--- src/design/mvms_pkg.sv ---
// Shared types, codes and sizing constants for the MaxSim scorer.
package mvms_pkg;

	localparam int DEF_MAX_DIM          = 128;
	localparam int DEF_MAX_QUERY_TOKENS = 32;
	localparam int VALUE_BITS           = 16;
	localparam int PROD_W               = 2 * VALUE_BITS;
	localparam int ACC_W                = 39;
	localparam int SCORE_W              = 48;
	localparam int DIM_W                = 8;
	localparam int COUNT_W              = 6;
	localparam int ERR_W                = 2;

	localparam logic CMD_LOAD = 1'b0;
	localparam logic CMD_DOC  = 1'b1;

	localparam logic CFG_VEC_DIM     = 1'b0;
	localparam logic CFG_QUERY_COUNT = 1'b1;

	localparam logic [ERR_W-1:0] ERR_OK         = 2'd0;
	localparam logic [ERR_W-1:0] ERR_MID_TOKEN  = 2'd1;
	localparam logic [ERR_W-1:0] ERR_INCOMPLETE = 2'd2;

	typedef struct packed {
		logic                         cmd;
		logic signed [VALUE_BITS-1:0] elem_value;
		logic                         last;
	} in_item_t;

	typedef struct packed {
		logic signed [SCORE_W-1:0] score;
		logic [ERR_W-1:0]          error_code;
	} out_item_t;

	typedef enum logic [2:0] {
		ST_IDLE,
		ST_MAC,
		ST_DRAIN,
		ST_SUM,
		ST_FIN
	} state_t;

	typedef struct packed {
		logic load;
		logic elem;
		logic issue;
		logic sum_step;
		logic sum_first;
		logic finish;
	} ctrl_cmd_t;

	typedef struct packed {
		logic busy;
		logic last;
	} dp_status_t;

endpackage

--- src/design/mvms_ctrl.sv ---
// Sequencer: accepts beats, walks the query tokens, then the final sum.
module mvms_ctrl #(
	parameter int MAX_QUERY_TOKENS = mvms_pkg::DEF_MAX_QUERY_TOKENS
) (
	input  logic                                  clk,
	input  logic                                  arst_n,
	input  logic                                  in_valid,
	input  logic                                  in_cmd,
	output logic                                  in_ready,
	output logic                                  out_valid,
	input  logic                                  out_ready,
	input  logic [mvms_pkg::COUNT_W-1:0]          qc,
	input  mvms_pkg::dp_status_t                  st,
	output mvms_pkg::ctrl_cmd_t                   cmd,
	output logic [((MAX_QUERY_TOKENS > 1 ? $clog2(MAX_QUERY_TOKENS) : 1) + 1 > 6 ?
		(MAX_QUERY_TOKENS > 1 ? $clog2(MAX_QUERY_TOKENS) : 1) + 1 : 6)-1:0] cnt
);

	localparam int QI_W  = MAX_QUERY_TOKENS > 1 ? $clog2(MAX_QUERY_TOKENS) : 1;
	localparam int CNT_W = QI_W + 1 > 6 ? QI_W + 1 : 6;

	mvms_pkg::state_t state_q, state_d;
	logic [CNT_W-1:0] cnt_q, cnt_d;
	logic             out_valid_q;
	logic             cnt_end;

	assign cnt_end = (cnt_q == CNT_W'(qc - 6'd1));

	always_ff @(posedge clk or negedge arst_n) begin
		if (!arst_n) begin
			state_q     <= mvms_pkg::ST_IDLE;
			cnt_q       <= '0;
			out_valid_q <= 1'b0;
		end else begin
			state_q <= state_d;
			cnt_q   <= cnt_d;
			if (cmd.finish) begin
				out_valid_q <= 1'b1;
			end else if (out_ready) begin
				out_valid_q <= 1'b0;
			end
		end
	end

	always_comb begin
		state_d  = state_q;
		cnt_d    = cnt_q;
		in_ready = 1'b0;
		cmd      = '0;
		unique case (state_q)
			mvms_pkg::ST_IDLE: begin
				in_ready = 1'b1;
				if (in_valid) begin
					if (in_cmd == mvms_pkg::CMD_LOAD) begin
						cmd.load = 1'b1;
					end else begin
						cmd.elem = 1'b1;
						cnt_d    = '0;
						state_d  = mvms_pkg::ST_MAC;
					end
				end
			end
			mvms_pkg::ST_MAC: begin
				cmd.issue = 1'b1;
				cnt_d     = cnt_q + 1'b1;
				if (cnt_end) begin
					state_d = mvms_pkg::ST_DRAIN;
				end
			end
			mvms_pkg::ST_DRAIN: begin
				if (!st.busy) begin
					cnt_d   = '0;
					state_d = st.last ? mvms_pkg::ST_SUM : mvms_pkg::ST_IDLE;
				end
			end
			mvms_pkg::ST_SUM: begin
				cmd.sum_step  = 1'b1;
				cmd.sum_first = (cnt_q == '0);
				cnt_d         = cnt_q + 1'b1;
				if (cnt_end) begin
					state_d = mvms_pkg::ST_FIN;
				end
			end
			mvms_pkg::ST_FIN: begin
				// wait for the output register to be free
				if (!out_valid_q || out_ready) begin
					cmd.finish = 1'b1;
					state_d    = mvms_pkg::ST_IDLE;
				end
			end
			default: state_d = mvms_pkg::ST_IDLE;
		endcase
	end

	assign out_valid = out_valid_q;
	assign cnt       = cnt_q;

endmodule

--- config.mk ---
export PLATFORM = sky130hd
export DESIGN_NAME = mvms_ctrl
export DESIGN_NICKNAME = d
export VERILOG_FILES = /design/src/design/mvms_pkg.sv /design/src/design/mvms_ctrl.sv
export SDC_FILE = /design/constraint.sdc
export NUM_CORES = 1
export LEC_CHECK = 0
export BUFFER_PORTS_ARGS = -buffer_cell sky130_fd_sc_hd__clkbuf_2
export CAP_MARGIN = 15
export CORE_UTILIZATION = 54
export CTS_BUF_LIST = sky130_fd_sc_hd__clkbuf_2 sky130_fd_sc_hd__clkbuf_4 sky130_fd_sc_hd__clkbuf_8
export CTS_CLUSTER_DIAMETER = 80
export DETAILED_ROUTE_END_ITERATION = 10
export PLACE_DENSITY_LB_ADDON = 0.12
export SYNTH_ARGS = -nofsm -noshare
export SYNTH_HDL_FRONTEND = slang
export SYNTH_SLANG_ARGS = --single-unit
--- constraint.sdc ---
create_clock -name clk -period 1.9 [get_ports clk]
set_input_delay 0.095 -clock clk [delete_from_list [all_inputs] [get_ports clk]]
set_output_delay 0.095 -clock clk [all_outputs]
set_load 0.05 [all_outputs]
==> results of run 1 <==
[cell type report]
class / count / area share [%]
multi-input combinational: 64 / 50.1
sequential: 10 / 26.0
tap: 15 / 1.95
clock buffer: 4 / 3.78
timing repair buffer: 28 / 15.4
inverter: 7 / 2.73
[flip-flops by register name, summed over array words and instances, names as in the netlist]
signal / flops
cnt: 6
state_q: 3
out_valid: 1
[worst max-delay path by stage]
stage                    start         end  slack [ns]  cells past startpoint
floorplan           state_q[0]      cmd[5]       -0.18                      4
global route        state_q[2]      cmd[1]        0.18                      4
CTS                     cnt[2]      cmd[1]        0.24                      3
finish                  cnt[2]      cmd[1]        0.24                      3
global placement         qc[0]  state_q[1]        0.41                      8
detailed placement       qc[0]  state_q[1]        0.39                      8
[routing by layer]
metal | vias to the layer above | GRT usage (%) | share of wire [%]
met5 | - | 0 | 0
met4 | 0 | 12.9 | 2.1
met3 | 4 | 6.82 | 4.3
met2 | 16 | 38.1 | 46
met1 | 334 | 33.5 | 47
li1 | 351 | - | -
[synth_stat cells]
cell      number  area share (%)
a2bb2o_4       1             2.6
nand3_1        1            0.66
clkbuf_2       1            0.66
o211ai_1       2             2.0
ha_1           3             4.9
and3_4         1             1.5
nand4_1        4             3.3
and3_1         4             3.3
nand3b_4       1             2.6
nor3_1         3             2.0
xnor2_1        7             8.1
nand3b_1       1            0.99
buf_4          1            0.99
nor3_2         2             2.6
o21ai_0        2             1.3
a21boi_0       1            0.99
nand2b_1       5             4.1
xor2_1         5             5.8
o211a_1        1             1.3
a31oi_4        1             2.8
nor2_1         9             4.4
inv_1          7             3.5
nand2_1        6             3.0
dfrtp_1       10              33
nor4_1         1            0.82
a21oi_1        2             1.3
o31ai_2        1             1.6
[per-stage QoR]
stage / hold WS, ns / std cells / total power, mW
6_report: 0.118 / 128 / 1.55
5_1_grt: 0.136 / 128 / 1.65
4_1_cts: 0.127 / 128 / 1.56
3_5_place_dp: -0.0175 / 123 / 1.35
3_3_place_gp: -0.0206 / 123 / 1.33
2_1_floorplan: -0.201 / 83 / 1.16
[power by group through the flow]
stage          registers [mW]  clock network (mW)  logic (mW)
6_report                0.451               0.205       0.898
4_1_cts                 0.446               0.208       0.908
3_5_place_dp            0.450                   0       0.903
5_1_grt                 0.464               0.216       0.966
2_1_floorplan           0.622                   0       0.534
3_3_place_gp            0.446                   0       0.887
[worst max-delay path: stages (launching register included)]
cell and delay (ns):
dfrtp_1 0.48, nor4_1 0.31, and3_1 0.22, clkbuf_2 0.28
[logic make-up (layout without fill, tap and decap cells)]
group | Yosys count | after routing | share of synthesized area [%]
flip-flops | 10 | 10 | 32.9
adder cells (fa/ha/maj) | 3 | 3 | 4.93
buffers and inverters | 9 | 39 | 5.10
XOR/XNOR | 12 | 12 | 13.8
AO/OA/AOI/OAI | 11 | 11 | 14.0
AND/OR/NAND/NOR | 38 | 38 | 29.3
[what timing repair did]
item / in CTS / in global routing
hold endpoints to repair: 10 / 0
endpoints found under the setup margin: 0 / 0
hold buffers: 1 / 0
==> impl_metrics.yaml, run 1 <==
place:
  dp_slack_ns: 0.393
  gp_congestion: 0.707
  port_buffers: 26
  hpwl_um: 1350
  postPlaceCellArea_um2: 915
route:
  route.detailed.drc: 0
  routedWlPerCell_um: 13.4
  firstDrtPassIters: 3
  ant_nets: 0
  via_per_inst: 5.51
  drt_iter0_drc: 10
  vias: 705
  wirelength_um: 1710
critical_path:
  reg2reg_setup_slack_ns: 0.44
  crit_path_start_kind: "flip-flop"
  cp-end-kind: "output pin"
  reg2reg_from: "cnt[3]"
  crit_type: "reg -> out"
  crit_arrival_ns: 1.57
  worstPathMaxFanout: 8
  worstPathRequired_ns: 1.80
  r2r_cells: 5
  worstReg2RegEnd: "state_q[1]"
pwr:
  sw_frac_of_total_pct: 55.0
  p_leak_nw: 0.501
  p_clk_share_pct: 13.2
  p_comb_share_pct: 57.8
  internal_power_mw: 0.699
  cellPowerDensity_mw_per_mm2: 1620
  p_seq_share_pct: 29.0
  ir_drop_mv: 1.11
  p_sw_mw: 0.856
timing:
  finalClockSkew_ns: 0.00589
  hold_viol_final: 0
  period_needed_ns: 1.66
  worst_slack_ns: 0.235
  period_share_pct: 87.6
  slew_violations: 0
  setup_viol: 0
  tightest_slew_ns: 0.301
  max_freq_mhz: 601
  relSlewSlack_pct: 79.9
  rsz0062_at_grt: "false"
  setup_tns_ns: 0
clock_tree:
  cts_tree: "done"
  cts.repair.resized: 0
  cts_max_path_buffers: 2
  cts_made_buffers: 3
  clock_tree.htree_level_count: 1
  post-cts-setup-buffers: 0
  path_clk_slew_ns: 0.08
  insertion_delay_ns: 0.28
  cts_root_buf: "clkbuf_4"
  cts_sinks: 10
floorplanning:
  die_area_mm2: 0.00156
  rows: 13
  core_mm2: 0.00130
  num_io_pins: 27
  die_w_um: 39.5
  die_h_um: 39.5
  start_util_pct: 58.5
worst_hold_path:
  hold_end: "state_q[1]"
  min_delay_path_depth: 3
  hp-start: "st[1]"
  hold_path.class: "in -> reg"
global_route:
  grt_start_max_net_pins: 11
  grt.total_usage_pct: 25.6
  grt_pass1_vias: 588
  antenna_found_initial: 0
  grt_pass1_wl_um: 2520
  grt-ovfl-total: 0
cells_and_area:
  design_area_um2: 961
  fillerInstances: 114
  antenna-diode-count: 0
  drive_gt1_share_pct: 35.4
  mostFrequentLayoutCell: "clkbuf_2"
  multi_input_area_um2: 482
  final_util_pct: 73.8
  layout_common_cells: "26 x clkbuf_2, 10 x dfrtp_1, 9 x nor2_1"
  nNetsFinal: 130
  synthToLayoutAreaGrowth_pct: 26.3
  seqCellArea_um2: 250
status:
  outcome: "finished clean"
synth:
  syn-num-nets: 99
  synth.distinct_cells: 27
  syn-instance-count: 83
  yosysWarnings: 0
  syn-cell-area_um2: 761
  synth.avg_cell_area_um2: 9.17
  synth-seq-area-share_pct: 32.9
  synth-seq-cells: 10
flow_run:
  drv_cap: 0
Power figures use the tool's default switching activity.
==> run 2, diff against run 1 <==
- CELL_PAD_IN_SITES_DETAIL_PLACEMENT: not set -> 0
- CELL_PAD_IN_SITES_GLOBAL_PLACEMENT: not set -> 2
- CORE_UTILIZATION: 54 -> 31
==> run 2 against run 1 <==
Sequential power is essentially flat. Global-route usage shrank 11 points. Combinational power is essentially flat. Wire length grew 0.58%. Cell count grew 9.4%. Sequential cell count is the same. Non-clock buffer count is the same. First-iteration DRC count shrank 50%. Die area grew 70%. Critical endpoint unchanged. Highest routed layer unchanged.
==> impl_metrics.yaml, run 2 (same netlist as run 1, synthesis figures left out) <==
status:
  outcome: "finished clean"
pwr:
  p_total_mw: 1.49
  sw_frac_of_total_pct: 56.1
  p_sw_mw: 0.837
  p_comb_share_pct: 60.2
  internal_power_mw: 0.655
  p_seq_share_pct: 30.1
  p_clk_share_pct: 9.8
  ir_drop_mv: 0.861
  cellPowerDensity_mw_per_mm2: 1550
  p_leak_nw: 0.494
timing:
  slew_violations: 0
  max_freq_mhz: 606
  setup_viol: 0
  period_needed_ns: 1.65
  period_share_pct: 86.8
  relSlewSlack_pct: 80.1
  tightest_slew_ns: 0.299
  rsz0062_at_grt: "false"
  finalClockSkew_ns: 0.00425
  hold_viol_final: 0
clock_tree:
  cts_root_buf: "clkbuf_4"
  cts_tree: "done"
  cts_sinks: 10
  post-cts-setup-buffers: 0
  cts_max_path_buffers: 2
  cts_hold_buf: 1
  insertion_delay_ns: 0.26
  cts.repair.resized: 0
  path_clk_slew_ns: 0.07
  cts_made_buffers: 3
  clock_tree.htree_level_count: 1
global_route:
  grt.total_usage_pct: 15.0
  grt_start_max_net_pins: 11
  grt-ovfl-total: 0
  antenna_found_initial: 0
  grt_pass1_vias: 639
  grt_pass1_wl_um: 2820
critical_path:
  r2r_cells: 5
  crit_path_start_kind: "flip-flop"
  cp-end-kind: "output pin"
  worstPathMaxFanout: 8
  crit_arrival_ns: 1.56
  worstPathRequired_ns: 1.80
  crit_type: "reg -> out"
floorplanning:
  core_mm2: 0.00225
  rows: 17
  start_util_pct: 33.7
  die_w_um: 51.5
  die_area_mm2: 0.00266
  num_io_pins: 27
  die_h_um: 51.5
route:
  ant_nets: 0
  drt_iter0_drc: 5
  routedWlPerCell_um: 12.3
  vias: 667
  via_per_inst: 4.76
  route.detailed.drc: 0
  wirelength_um: 1720
  firstDrtPassIters: 4
cells_and_area:
  layout_common_cells: "26 x clkbuf_2, 10 x dfrtp_1, 9 x nor2_1"
  instances_no_fill: 140
  mostFrequentLayoutCell: "clkbuf_2"
  largest_reg_flops: 6
  nNetsFinal: 130
  antenna-diode-count: 0
  synthToLayoutAreaGrowth_pct: 26.6
  drive_gt1_share_pct: 34.8
  final_util_pct: 42.7
flow_run:
  drv_cap: 0
worst_hold_path:
  hold_path.class: "in -> reg"
  min_delay_path_depth: 3
place:
  hpwl_um: 1380
  port_buffers: 26
  placedCellCount: 136
  gp_congestion: 0.665
==> run 2: changes by cell type in the layout (fill, tap and decap cells not counted) <==
cell / before / now
clkbuf_8: 1 / 0
==> run 2: metrics by stage <==
stage	hold WS [ns]	setup slack, ns	TNS (ns)	instance area [um^2]
6_report	0.148	0.250	0	963
4_1_cts	0.151	0.230	0	963
2_1_floorplan	-0.201	-0.176	-0.176	771
3_5_place_dp	-0.0181	0.390	0	931
3_3_place_gp	-0.0225	0.394	0	931
5_1_grt	0.176	0.160	0	963
==> run 2: power by group through the flow <==
stage | clock [mW] | sequential (mW) | combinational, mW
floorplan | 0 | 0.622 | 0.534
global route | 0.161 | 0.472 | 0.971
detailed placement | 0 | 0.457 | 0.902
finish | 0.145 | 0.449 | 0.897
global placement | 0 | 0.454 | 0.907
CTS | 0.150 | 0.453 | 0.909
==> run 2: layer usage <==
metal  global-route usage, %  part of all wire, %
met1                    20.3                   49
met2                    22.7                   44
met3                    3.51                  4.6
met4                    6.76                  1.8
met5                       0                    0
==> run 2: worst max-delay path, cell delays in order (launching register included) <==
cell and delay (ns):
dfrtp_1 0.48, nor4_1 0.32, and3_1 0.21, clkbuf_2 0.28
==> run 2: path summary, 6_finish.rpt <==
path,startpoint,endpoint,slack [ns]
max,cnt[2],cmd[1],0.25
min,out_ready,out_valid,0.15
max reg2reg,cnt[3],state_q[1],0.43
min reg2reg,out_valid,out_valid,0.55
max in group asynchronous,arst_n,cnt[4],1.45
min in group asynchronous,arst_n,state_q[1],0.23
==> run 2: layout make-up <==
cell class                      count  area, um^2
Clock buffer                        3        22.5
Timing Repair Buffer               28         148
Multi-Input combinational cell     64         482
Inverter                            7        26.3
Fill cell                         268        1290
Tap cell                           28        35.0
Sequential cell                    10         250
